===== src/hdl/slfr_pkg.sv =====
// Package for the segment LCD number framer.
// Frame constants, digit-to-segment tables and the request type shared by all modules.
// No dependencies.
package slfr_pkg;

  localparam int unsigned FRAME_W   = 16;
  localparam int unsigned VALUE_W   = 14;
  localparam int unsigned CMD_W     = 8;
  localparam int unsigned DIGIT_W   = 4;
  localparam int unsigned NUM_DIGITS = 4;
  localparam int unsigned FRAME_CNT_W = 3;

  localparam logic [VALUE_W-1:0] VALUE_MAX = 14'd9999;
  localparam logic [FRAME_W-1:0] DATA_BASE = 16'hA000;
  localparam logic               CMD_BASE_BIT = 1'b1;
  localparam logic [FRAME_CNT_W-1:0] LAST_ADDR = 3'd7;

  localparam logic MODE_NUMBER  = 1'b0;
  localparam logic MODE_COMMAND = 1'b1;

  typedef struct packed {
    logic                                mode;
    logic                                err;
    logic [CMD_W-1:0]                    cmd;
    logic [NUM_DIGITS-1:0][DIGIT_W-1:0]  digit;
  } slfr_req_t;

  // High segment nibble of a decimal digit (even addresses)
  function automatic logic [3:0] seg_hi(input logic [DIGIT_W-1:0] d);
    logic [3:0] n;
    case (d)
      4'd0:    n = 4'hB;
      4'd1:    n = 4'h0;
      4'd2:    n = 4'h7;
      4'd3:    n = 4'h5;
      4'd4:    n = 4'hC;
      4'd5:    n = 4'hD;
      4'd6:    n = 4'hF;
      4'd7:    n = 4'h8;
      4'd8:    n = 4'hF;
      4'd9:    n = 4'hD;
      default: n = 4'h0;
    endcase
    return n;
  endfunction

  // Low segment nibble of a decimal digit (odd addresses)
  function automatic logic [3:0] seg_lo(input logic [DIGIT_W-1:0] d);
    logic [3:0] n;
    case (d)
      4'd0:    n = 4'hE;
      4'd1:    n = 4'h6;
      4'd2:    n = 4'hC;
      4'd3:    n = 4'hE;
      4'd4:    n = 4'h6;
      4'd5:    n = 4'hA;
      4'd6:    n = 4'hA;
      4'd7:    n = 4'hE;
      4'd8:    n = 4'hE;
      4'd9:    n = 4'hE;
      default: n = 4'h0;
    endcase
    return n;
  endfunction

endpackage


===== src/hdl/segment_lcd_number_framer.sv =====
// Segment LCD number framer: a transaction passes the split stages and the sequencer's
// request and output registers. Throughput: one frame per cycle unless stalled; a number
// takes eight frames, a command or a range error one. The sequencer's frame counter sets
// that rate; the split stages take a new transaction every cycle while they have room.
// Synchronous active-high reset empties all stages; no transaction is in flight after it.
module segment_lcd_number_framer import slfr_pkg::*; (
  input  logic                 clk,
  input  logic                 rst,
  input  logic                 req_valid,
  output logic                 req_stall,
  input  logic                 mode,
  input  logic [VALUE_W-1:0]   value,
  input  logic [CMD_W-1:0]     command_byte,
  output logic                 rsp_valid,
  input  logic                 rsp_stall,
  output logic [FRAME_W-1:0]   frame,
  output logic                 last,
  output logic                 error
);

  logic       mid_valid;
  logic       mid_ready;
  slfr_req_t  mid_req;

  slfr_digits u_digits (
    .clk          (clk),
    .rst          (rst),
    .in_valid     (req_valid),
    .in_stall     (req_stall),
    .mode         (mode),
    .value        (value),
    .command_byte (command_byte),
    .req_valid    (mid_valid),
    .req_ready    (mid_ready),
    .req          (mid_req)
  );

  slfr_emit u_emit (
    .clk       (clk),
    .rst       (rst),
    .req_valid (mid_valid),
    .req_ready (mid_ready),
    .req       (mid_req),
    .rsp_valid (rsp_valid),
    .rsp_stall (rsp_stall),
    .frame     (frame),
    .last      (last),
    .error     (error)
  );

`ifndef SYNTHESIS
  a_err_last: assert property (@(posedge clk) disable iff (rst)
    rsp_valid && error |-> last && (frame == '0))
    else $error("error transaction must be a single zero frame");

  a_data_hdr: assert property (@(posedge clk) disable iff (rst)
    rsp_valid && !last |-> frame[15:13] == 3'b101)
    else $error("non-final frame is not a data frame");

  a_data_last: assert property (@(posedge clk) disable iff (rst)
    rsp_valid && frame[15:13] == 3'b101 && !error |-> last == (frame[9:7] == LAST_ADDR))
    else $error("last flag does not match data frame address");
`endif

endmodule


===== src/hdl/slfr_digits.sv =====
// Three-stage decimal split of the request value (thousands, hundreds, tens/ones).
// Depends on slfr_pkg.
// Each stage moves when empty or when the stage after it moves.
module slfr_digits import slfr_pkg::*; (
  input  logic                 clk,
  input  logic                 rst,
  input  logic                 in_valid,
  output logic                 in_stall,
  input  logic                 mode,
  input  logic [VALUE_W-1:0]   value,
  input  logic [CMD_W-1:0]     command_byte,
  output logic                 req_valid,
  input  logic                 req_ready,
  output slfr_req_t            req
);

  logic                s1_valid;
  logic                s1_mode;
  logic                s1_err;
  logic [CMD_W-1:0]    s1_cmd;
  logic [DIGIT_W-1:0]  s1_d0;
  logic [9:0]          s1_rem;

  logic                s2_valid;
  logic                s2_mode;
  logic                s2_err;
  logic [CMD_W-1:0]    s2_cmd;
  logic [DIGIT_W-1:0]  s2_d0;
  logic [DIGIT_W-1:0]  s2_d1;
  logic [6:0]          s2_rem;

  logic                s3_valid;
  slfr_req_t           s3_req;

  logic                adv1, adv2, adv3;

  logic [DIGIT_W-1:0]  d0_c, d1_c, d2_c, d3_c;
  logic [9:0]          rem0_c;
  logic [6:0]          rem1_c;
  logic [6:0]          rem2_c;

  assign adv3     = !s3_valid || req_ready;
  assign adv2     = !s2_valid || adv3;
  assign adv1     = !s1_valid || adv2;
  assign in_stall = !adv1;

  // thousands
  always_comb begin
    d0_c   = '0;
    rem0_c = value[9:0];
    for (int k = 1; k <= 9; k++) begin
      if (value >= VALUE_W'(k * 1000)) begin
        d0_c   = DIGIT_W'(k);
        rem0_c = 10'(value - VALUE_W'(k * 1000));
      end
    end
  end

  // hundreds
  always_comb begin
    d1_c   = '0;
    rem1_c = s1_rem[6:0];
    for (int k = 1; k <= 9; k++) begin
      if (s1_rem >= 10'(k * 100)) begin
        d1_c   = DIGIT_W'(k);
        rem1_c = 7'(s1_rem - 10'(k * 100));
      end
    end
  end

  // tens and ones
  always_comb begin
    d2_c   = '0;
    rem2_c = s2_rem;
    for (int k = 1; k <= 9; k++) begin
      if (s2_rem >= 7'(k * 10)) begin
        d2_c   = DIGIT_W'(k);
        rem2_c = 7'(s2_rem - 7'(k * 10));
      end
    end
    d3_c = rem2_c[DIGIT_W-1:0];
  end

  always_ff @(posedge clk) begin
    if (rst) begin
      s1_valid <= 1'b0;
      s2_valid <= 1'b0;
      s3_valid <= 1'b0;
    end else begin
      if (adv1) s1_valid <= in_valid;
      if (adv2) s2_valid <= s1_valid;
      if (adv3) s3_valid <= s2_valid;
    end
  end

  always_ff @(posedge clk) begin
    if (adv1 && in_valid) begin
      s1_mode <= mode;
      s1_err  <= (mode == MODE_NUMBER) && (value > VALUE_MAX);
      s1_cmd  <= command_byte;
      s1_d0   <= d0_c;
      s1_rem  <= rem0_c;
    end
    if (adv2 && s1_valid) begin
      s2_mode <= s1_mode;
      s2_err  <= s1_err;
      s2_cmd  <= s1_cmd;
      s2_d0   <= s1_d0;
      s2_d1   <= d1_c;
      s2_rem  <= rem1_c;
    end
    if (adv3 && s2_valid) begin
      s3_req.mode     <= s2_mode;
      s3_req.err      <= s2_err;
      s3_req.cmd      <= s2_cmd;
      s3_req.digit[0] <= s2_d0;
      s3_req.digit[1] <= s2_d1;
      s3_req.digit[2] <= d2_c;
      s3_req.digit[3] <= d3_c;
    end
  end

  assign req_valid = s3_valid;
  assign req       = s3_req;

endmodule


===== src/hdl/slfr_emit.sv =====
// Frame sequencer: holds one request and issues its frames through an output register.
// Depends on slfr_pkg.
module slfr_emit import slfr_pkg::*; (
  input  logic                 clk,
  input  logic                 rst,
  input  logic                 req_valid,
  output logic                 req_ready,
  input  slfr_req_t            req,
  output logic                 rsp_valid,
  input  logic                 rsp_stall,
  output logic [FRAME_W-1:0]   frame,
  output logic                 last,
  output logic                 error
);

  logic                    busy;
  slfr_req_t               cur;
  logic [FRAME_CNT_W-1:0]  addr;
  logic                    out_load;
  logic                    cur_last;
  logic [FRAME_W-1:0]      frame_c;
  logic [DIGIT_W-1:0]      dig;
  logic [3:0]              nib;

  assign out_load  = !rsp_valid || !rsp_stall;
  assign cur_last  = (cur.mode == MODE_COMMAND) || cur.err || (addr == LAST_ADDR);
  assign req_ready = !busy || (out_load && cur_last);

  always_comb begin
    dig = cur.digit[addr[FRAME_CNT_W-1:1]];
    nib = addr[0] ? seg_lo(dig) : seg_hi(dig);
    if (cur.mode == MODE_COMMAND) begin
      frame_c = {CMD_BASE_BIT, 2'b00, cur.cmd, 5'b00000};
    end else if (cur.err) begin
      frame_c = '0;
    end else begin
      frame_c = DATA_BASE | {6'd0, addr, nib, 3'b000};
    end
  end

  always_ff @(posedge clk) begin
    if (rst) begin
      busy      <= 1'b0;
      addr      <= '0;
      rsp_valid <= 1'b0;
    end else begin
      if (out_load) rsp_valid <= busy;
      if (req_ready) begin
        busy <= req_valid;
        addr <= '0;
      end else if (busy && out_load) begin
        addr <= addr + 1'b1;
      end
    end
  end

  always_ff @(posedge clk) begin
    if (out_load && busy) begin
      frame <= frame_c;
      last  <= cur_last;
      error <= (cur.mode == MODE_NUMBER) && cur.err;
    end
    if (req_ready && req_valid) cur <= req;
  end

endmodule

===== config.mk =====
export PLATFORM = sky130hd
export DESIGN_NAME = segment_lcd_number_framer
export DESIGN_NICKNAME = d
export VERILOG_FILES = /design/src/hdl/slfr_pkg.sv /design/src/hdl/segment_lcd_number_framer.sv /design/src/hdl/slfr_digits.sv /design/src/hdl/slfr_emit.sv
export SDC_FILE = /design/constraint.sdc
export NUM_CORES = 1
export LEC_CHECK = 0
export ABC_AREA = 1
export BUFFER_PORTS_ARGS = -buffer_cell sky130_fd_sc_hd__buf_2
export CORE_AREA = 3 3 126 128
export CTS_BUF_LIST = sky130_fd_sc_hd__clkbuf_4
export DETAILED_ROUTE_END_ITERATION = 16
export DIE_AREA = 0 0 129 131
export GPL_TIMING_DRIVEN = 1
export PLACE_DENSITY = 0.76
export SYNTH_ARGS = -nofsm -noshare
export SYNTH_HDL_FRONTEND = slang
export SYNTH_SLANG_ARGS = --single-unit

===== constraint.sdc =====
create_clock -name clk -period 4.2 [get_ports clk]
set_clock_uncertainty 0.1 [all_clocks]
set_input_delay 0 -clock clk [delete_from_list [all_inputs] [get_ports clk]]
set_output_delay 0 -clock clk [all_outputs]
set_load 0.005 [all_outputs]

After elaboration in Yosys (flattened, before gate mapping)

Memory sizes are Yosys's and may differ from the RTL's.
Cells that the tools add are included.

Register bits after elaboration: 127
Memory bits (read-only): 112
Output and inout bits: 20
Memories: 2

Memories:

| memory           | depth | bits a word | read ports | clocked after Yosys merged registers in | write ports | line           | RTL |
|---|---|---|---|---|---|---|---|
| (name not given) | 16    | 4           | 1          | 0                                       | 0           | slfr_pkg.sv:31 | `case (d)` |
| (name not given) | 16    | 3           | 1          | 0                                       | 0           | slfr_pkg.sv:50 | `case (d)` |

Add/subtract/negate cells: 28
Magnitude comparators: 29
Eq/ne operators: 1
Mux-type cells: 56
Bitwise operators: 2
Reduce and logical (&&, ||, !) cells: 27

Operator list:

| cell                     | number |
|---|---|
| $mux W10                 | 9 |
| $sub A10 B10 Y10 const B | 9 |
| $mux W7                  | 9 |
| $ge A14 B13 Y1 const B   | 4 |
| $mux W4                  | 11 |
| $ge A10 B10 Y1 const B   | 4 |
| $mux W3                  | 12 |
| $ge A10 B9 Y1 const B    | 3 |
| $ge A14 B12 Y1 const B   | 2 |
| $sub A7 B7 Y7 const B    | 4 |
| $ge A7 B6 Y1 const B     | 3 |
| $ge A7 B7 Y1 const B     | 3 |
| $sub A7 B6 Y7 const B    | 3 |
| $sub A4 B4 Y4 const B    | 5 |
| $mux W16                 | 1 |
| $ge A14 B10 Y1 const B   | 1 |
| $ge A14 B11 Y1 const B   | 1 |
| $ge A14 B14 Y1 const B   | 1 |
| $ge A7 B5 Y1 const B     | 2 |
| $gt A14 B14 Y1 const B   | 1 |
| $mux W13                 | 1 |
| $mux W2                  | 6 |
| $ge A10 B7 Y1 const B    | 1 |
| $ge A10 B8 Y1 const B    | 1 |
| 16 further kinds         | 46 |

Logic depth before layout (Yosys ltp)

Gate-level depths: netlist of the first run.

Depth in word-level cells: 10
Gate-level depth with buffers: 20
Depth with buffers taken out: 20

Hierarchy

From an unflattened synthesis of the first run, not the netlist that was laid out.

Cells, all modules: 900
Area total of the unflattened synthesis: 7639.8 µm²

Modules (own cells, without submodules):

| module      | instances | cells an instance | area an instance (µm²) | sequential area each (µm²) |
|---|---|---|---|---|
| slfr_digits | 1         | 723               | 5631.7                 | 2312.2 |
| slfr_emit   | 1         | 177               | 2008.2                 | 1301.2 |

Worst setup path before layout of the first run

OpenSTA, ideal clock, no wires.

Path type: register to register
Start point: reg u_emit.addr[0]
End point: reg u_digits.s1_cmd[0] (enable)
Setup time: 0.405 ns
Arrival: 2.112 ns
Data required time: 3.695 ns
Slack: 1.583 ns
Cell stages (with the launch flop): 10
Path buffers: 0
Clock period less this slack: 2.617 ns
Cell sequence: dfxtp_1 ha_1 ha_1 or2_2 a21oi_2 nand2_1 nor2_1 inv_1 nor2_2 nor2_1

Longest elaborated chain between the ends: 8

RTL lines:

| item                     | line               | RTL |
|---|---|---|
| start: declaration       | slfr_emit.sv:18    | `logic [FRAME_CNT_W-1:0] addr;` |
| start signal: assignment | slfr_emit.sv:52    | `addr <= addr + 1'b1;` |
| $eq A3 B3 Y1             | slfr_emit.sv:26    | `assign cur_last = (cur.mode == MODE_COMMAND) \|\| cur.err \|\| (addr == LAST_ADDR);` |
| $logic_or A1 B1 Y1       | slfr_emit.sv:26    |  |
| via u_emit.cur_last      | slfr_emit.sv:20    | `logic cur_last;` |
| $logic_and A1 B1 Y1      | slfr_emit.sv:27    | `assign req_ready = !busy \|\| (out_load && cur_last);` |
| $logic_or A1 B1 Y1       | slfr_emit.sv:27    |  |
| $logic_or A1 B1 Y1       | slfr_digits.sv:42  | `assign adv3 = !s3_valid \|\| req_ready;` |
| $logic_or A1 B1 Y1       | slfr_digits.sv:43  | `assign adv2 = !s2_valid \|\| adv3;` |
| $logic_or A1 B1 Y1       | slfr_digits.sv:44  | `assign adv1 = !s1_valid \|\| adv2;` |
| $logic_and A1 B1 Y1      | slfr_digits.sv:97  | `if (adv1 && in_valid) begin` |
| end signal: assignment   | slfr_digits.sv:100 | `s1_cmd <= command_byte;` |
| end: declaration         | slfr_digits.sv:20  | `logic [CMD_W-1:0] s1_cmd;` |

The timed path passes the listed nets, and every way through them passes these cells.
A chain may end at the register's enable or synchronous reset.

Worst setup path after layout of the first run

Start point: reg u_digits.s1_rem[3]
End point: reg u_digits.s2_rem[3], data pin

Longest elaborated chain between the ends: 10

RTL lines:

| item                                           | line                                 | RTL |
|---|---|---|
| start: declaration                             | slfr_digits.sv:22                    | `logic [9:0] s1_rem;` |
| start signal: assignment                       | slfr_digits.sv:102                   | `s1_rem <= rem0_c;` |
| $ge A10 B7 Y1 or $sub A7 B7 Y7 (tied branches) | slfr_digits.sv:64, slfr_digits.sv:66 |  |
| $mux W7 (8 in series)                          | slfr_digits.sv:64                    | `if (s1_rem >= 10'(k * 100)) begin` |
| $mux W7 (*)                                    | slfr_digits.sv:64                    |  |
| via u_digits.rem1_c[3]                         | slfr_digits.sv:39                    | `logic [6:0] rem1_c;` |
| end signal: assignment                         | slfr_digits.sv:110                   | `s2_rem <= rem1_c;` |
| end: declaration                               | slfr_digits.sv:30                    | `logic [6:0] s2_rem;` |

The timed path passes the listed nets; every way through them passes the cells marked *.

==> results.md, run 1 <==
- WL final: 15890 um
- Die Y: 131 um
- Status: finished clean
- Tightest Hold Check Type: primary input to flop
- Startpoint Class: flop
- Worst path arrival time: 3.14 ns
- Wire length per cell: 14.21 um
- Area Overhead vs Synth: 12.66%
- Total number of yosys warnings: 0
- Number of port buffers: 42
- Fin Hold WS: 0.1010 ns
- Critical path class: flop to flop
- Num CTS Buffers: 17
- Remaining DRCs: 0
- Slowest-stage cell, CP: edfxtp_1
- #FFs+latches synth: 123
- Post-route ant nets: 0
- Post-synthesis cell area: 7352 um2
- Root buffer cell: clkbuf_4
- DIE WIDTH: 129 um
- Synth Flop Type: edfxtp_1
- Post-CTS Setup Inserts: 0
- Final nets: 990
- RSZ-0062 raised after global routing: no
- Total power: 2.868 mW
- Lkg Pwr: 3.635 nW
- Slew Limit Fails: 0
- Internal power: 2.016 mW
- Largest buffer count on any clock path: 2
- First DRT Iteration DRCs: 677
- Seq pwr share: 50.3%
- Layout cells sized above 1: 12.81%
- Cell taking the most area after synthesis: edfxtp_1
- Post_cts resized: 0
- Largest net degree at the start of global routing: 27
- Synth top cells by count: nand2_1, edfxtp_1, inv_1
- Hold-fix buffer count after cts: 24
- Clk sinks: 123
- Clk_lat worst skew: 0.49 ns
- Sequential element share of the synthesized area: 49.15%
- H-tree depth: 4
- Post-DP HPWL: 11650 um
- Placed Cells: 1061
- Fillers: 1319
- First-pass GRT wire length: 25450 um
- DP Worst Slack: 1.331 ns
- WP buf/inv: 2
- Worst vdd ir: 0.1843 mV
- Final hold vios: 0
- Largest stage delay, worst path: 0.58 ns
- Synth top area cells: edfxtp_1, nand2_1, ha_1
- CTS tree: yes
- Initial Util: 49.09%
- Post-synth EDFFs: 115
- Clock network power share: 31.6%
- Final Non-Filler Cells: 1118
- Ports: 47
- Max-cap viol count: 0
- Vias per std cell: 5.360
- GRT Total Usage: 18.86%
- Gpl congestion: 0.9357
- Switching pwr: 851.4 uW
- Post-synth ARST share: 0%
- Fin crit share: 71.32%
- Grt ovf: 0
- Required time of the worst setup path: 4.34 ns
- Setup ws final: 1.204 ns
- Synth top area share: 46.97%
- Worst-Margin Slew: 1.148 ns
- Reg clk slew, reported paths: 0.12 ns
- Core Rows: 45
- Critical path capture point type: flop
- FMAX: 333.8 MHz
- Syn avg cell area: 8.721 um2
- DR pass1 iterations: 5
- Core area: 14980 um2
- Vias: 5992
- Gate power share: 18.1%
- Slew headroom: 23.40%
- Cells after Synth: 843
- CP most frequent cell: nand2_1
- Critical path's top delay family: simple AND/OR/NAND/NOR gates
- Initial antenna violation count: 1
- Worst path cell trace: inv_1, ha_1, inv_1, nand2_1, nand2_1, a21oi_1, nand2_1, nand2_1, o21ai_0, o21ai_1, nand2_1, nand2_1, nand2_1, nand2_1, nand2_1, nand2_1, nand2_1, nand2_1, nand2_1
- Setup TNS Final: 0 ns
- CP Max Fanout: 8
- Minimum clock period: 2.996 ns
- Sw Ratio: 29.69%
- Pwr dens: 346.2 nW/um2
- Synth cell types: 43
- Vias in the first global route: 5429
- Most common cell in the synthesized netlist: nand2_1
- Final setup vio count: 0
- Die footprint: 16900 um2
layer usage:
| layer | track usage (%) | share of wire (%) | up-vias |
|---|---|---|---|
| li1 | - | - | 2990 |
| met1 | 24.71 | 43 | 2714 |
| met2 | 31.01 | 48 | 260 |
| met3 | 4.228 | 7.1 | 28 |
| met4 | 6.671 | 1.8 | 0 |
| met5 | 0 | 0 | - |
registers in the layout, indices dropped and copies added (netlist names), 3 cells and up:
signal / count
u_digits.s2_rem: 7
u_emit.cur: 26
u_digits.s2_cmd: 8
u_digits.s1_cmd: 8
u_digits.s1_rem: 10
u_digits.s1_d0: 4
u_emit.frame: 12
u_digits.req: 26
u_digits.s2_d1: 4
u_emit.addr: 3
u_digits.s2_d0: 4
path summary, 6_finish.rpt:
check                                           to  cells after the start  slack [ns]          startpoint
worst max register to register  u_digits.s2_rem[3]                     19        1.20  u_digits.s1_rem[3]
worst min-delay path            u_digits.s1_rem[4]                      7        0.10            value[4]
worst max-delay path            u_digits.s2_rem[3]                     19        1.20  u_digits.s1_rem[3]
worst min register to register      u_emit.cur[16]                      0        0.32    u_digits.req[16]
power groups by stage:
stage	Sequential (mW)	Clock [mW]	Combinational [mW]
after global routing	1.45	0.986	0.587
after global placement	1.47	0	0.489
final	1.44	0.906	0.519
after floorplan	1.45	0	0.374
after detailed placement	1.47	0	0.488
after CTS	1.44	0.921	0.507
cell families (layout without fill, tap and decap cells):
kind of cell	after synthesis	after routing	share of synthesized area [%]
and+or+nand+nor	345	345	19.91
buffers and inverters	133	216	7.352
other	1	5	0.05101
DFF	123	123	49.15
adders and majority gates	47	47	7.999
AOI/OAI and AO/OA	176	176	13.29
xor gates and xnor gates	18	18	2.246
area by class of cell:
type                            count  area (um2)  area share (%)
Clock inverter                     15       196.4           2.372
Multi-Input combinational cell    590        3214           38.81
Antenna cell                        1       2.502         0.03021
Timing Repair Buffer               66       450.4           5.438
Sequential cell                   123        3613           43.63
Tap cell                          188       235.2           2.840
Inverter                          118       442.9           5.347
Clock buffer                       17       127.6           1.541
cells in the final DEF, fill, tap and decap left out, drive strengths merged, types with 5 or more instances in the layout:
master,synthesis,routed
nand2,220,220
inv,115,125
edfxtp,115,115
a21oi,88,88
nor2,66,66
o21ai,64,64
ha,47,47
buf,15,42
nand3,32,32
dlygate4sd3,0,24
clkbuf,0,17
xor2,14,14
nand4,10,10
dfxtp,8,8
a31oi,8,8
nor3,8,8
o211ai,5,5
clkinv,3,5
metrics by stage:
step                      util [%]  cell area, um2
after floorplan                  -            7363
after global placement       51.52            7716
after detailed placement     51.52            7716
after CTS                    55.29            8280
after global routing         55.30            8283
final                        55.30            8283
worst min-delay path, stage by stage:
cell     delay, ns
buf_2         0.22
a31oi_1       0.12
nand2_1       0.05
nand2_1       0.04
nand2_1       0.05
nand2_1       0.04
o21ai_0       0.06
(Power assumes the default switching activity.)
==> run 2: changes to the inputs <==
- PLACE_DENSITY: 0.76 -> 0.78
- clock period: 4.2 -> 2.56 ns (I/O delays scaled with it)
==> run 2 against run 1 <==
- count of clock-buffer cells in the layout up 1
- worst setup slack worse by 1.1 ns
- clock power increased by 88%
- cell area grew 6.1%
- largest cell class unchanged
- sequential power rose by 63%
- critical endpoint is now u_digits.s1_valid
- critical path depth shrank 8
- highest routed layer unchanged
- sequential share of layout area is 2.5 points lower
- maximum frequency is 22% higher
- non-clock buffer count is 49 higher
- hold slack worse by 0.036 ns
- sequential cell count is the same
- global-route usage is 0.53 points higher
==> results.md, run 2 (synthesis results as in run 1) <==
- Final hold vios: 0
- Vias per std cell: 5.309
- Minimum clock period: 2.460 ns
- Placed Cells: 1100
- Final setup vio count: 0
- Gpl congestion: 1.008
- Required time of the worst setup path: 2.92 ns
- Ports: 47
- Number of port buffers: 42
- Worst vdd ir: 0.3410 mV
- Source of the worst hold timing path: value[4]
- Area Overhead vs Synth: 19.52%
- Reg clk slew, reported paths: 0.12 ns
- Core area: 14980 um2
- Slew Limit Fails: 0
- Finished Cell Area: 8787 um2
- Clock network power share: 33.8%
- FMAX: 406.5 MHz
- R2R depth: 11
- Slowest-stage cell, CP: dlygate4sd3_1
- Switching pwr: 1.370 mW
- WHS Endpoint: u_digits.s1_rem[4]
- GRT Total Usage: 19.39%
- Seq pwr share: 46.6%
- Endpoint of the lowest-slack register-to-register path: u_digits.s1_valid
- Internal power: 3.666 mW
- Vias in the first global route: 5490
- Fin crit share: 96.10%
- Critical path class: flop to flop
- Layout cells sized above 1: 18.92%
- First DRT Iteration DRCs: 511
- Post-DP HPWL: 12230 um
- Num CTS Buffers: 17
- Largest buffer count on any clock path: 2
- Startpoint Class: flop
- CP Max Fanout: 3
- WL final: 16800 um
- Max-cap viol count: 0
- Commonest non-fill, non-tap cell in the layout: nand2_1
- Slew headroom: 52.22%
- Lkg Pwr: 3.899 nW
- DR pass1 iterations: 8
- Initial antenna violation count: 1
- Final Non-Filler Cells: 1167
- Core Rows: 45
- Most frequent cells in the layout: nand2_1, edfxtp_1, inv_1
- Pwr dens: 573.1 nW/um2
- Setup TNS Final: 0 ns
- Total power: 5.036 mW
- Final nets: 1039
- Vias: 6196
- Critical path capture point type: flop
- First-pass GRT wire length: 26020 um
- Die footprint: 16900 um2
- Flop-to-flop setup slack: 0.1 ns
- Clk_lat worst skew: 0.51 ns
- R2r startpoint: u_emit.addr[0]
- WHS Path Cells: 6
- Grt ovf: 0
- Sw Ratio: 27.20%
- Remaining DRCs: 0
- Clk sinks: 123
- Status: finished clean
- Placed Area: 8009 um2
- DIE WIDTH: 129 um
- Largest net degree at the start of global routing: 27
- Layout Utilization: 58.67%
- Gate power share: 19.6%
- Tightest Hold Check Type: primary input to flop
- Post-route ant nets: 0
- Worst-Margin Slew: 0.7150 ns
- Worst path arrival time: 2.82 ns
- Wire length per cell: 14.39 um
- Root buffer cell: clkbuf_4
- Initial Util: 49.09%
- Largest stage delay, worst path: 0.54 ns
- CTS tree: yes
- Worst path cell trace: ha_1, ha_1, or2_2, a21oi_4, nand2_2, nor2_2, inv_2, nor2_4, nor2_1, nor2_1, dlygate4sd3_1
- H-tree depth: 4
- Die Y: 131 um
## run 2: worst max-delay path: cells and delay by family, from the launching register on
family                     cells  cell delay, ns
AOI/OAI and AO/OA              1            0.17
adders and majority gates      2            0.37
buffers and inverters          2            0.61
DFF                            1            0.34
and+or+nand+nor                6            0.83
## run 2: per-stage QoR
| step | setup WS (ns) | hold WS (ns) |
|---|---|---|
| CTS | 0.01005 | 0.01677 |
| global placement | 0.1041 | 0.07833 |
| finish | 0.09973 | 0.06538 |
| floorplan | 0.1147 | -0.03093 |
| detailed placement | 0.04011 | 0.07976 |
| global route | -0.01534 | 0.07215 |
## run 2: how the worst max path moves through the flow
stage                       startpoint                  to  slack (ns)
floorplan               u_emit.addr[0]       u_emit.cur[0]        0.11
global placement    u_digits.s1_rem[5]  u_digits.s2_rem[4]        0.10
detailed placement  u_digits.s1_rem[5]  u_digits.s2_rem[4]        0.04
CTS                 u_digits.s1_rem[5]  u_digits.s2_rem[4]        0.01
global route        u_digits.s1_rem[5]  u_digits.s2_rem[4]       -0.02
finish                  u_emit.addr[0]   u_digits.s1_valid         0.1
## run 2: cell type report
type / instances / area (um2)
diodes: 1 / 2.502
clock buffers: 18 / 135.1
clock inverters: 14 / 241.5
fillers: 1291 / 6190
inverters: 118 / 442.9
multi-input cells: 590 / 3294
flip-flops and latches: 123 / 3613
well taps: 188 / 235.2
repair buffers: 115 / 822.0
## run 2: power by group through the flow
stage               logic [mW]  clock network, mW  registers, mW
floorplan                0.614                  0           2.38
global placement         0.893                  0           2.39
detailed placement       0.892                  0           2.39
CTS                      0.925               1.73           2.34
global route              1.10               1.81           2.35
finish                   0.988               1.70           2.35
## run 2: layer usage
| layer | share of wire (%) | vias to the layer above | track usage [%] | routed length (um) |
|---|---|---|---|---|
| met5 | 0 | - | 0 | 0 |
| met4 | 1.8 | 0 | 7.721 | 310 |
| met3 | 6.4 | 32 | 3.862 | 1072 |
| met2 | 50 | 229 | 32.53 | 8372 |
| met1 | 42 | 2854 | 24.80 | 7041 |
| li1 | - | 3081 | - | - |
## run 2: repair_timing
action | in CTS | in global routing
buffers inserted | 0 | 10
endpoints found under the setup margin | 0 | 35
gates resized for setup | 0 | 26
hold buffers | 24 | 0
hold endpoints to repair | 50 | 0
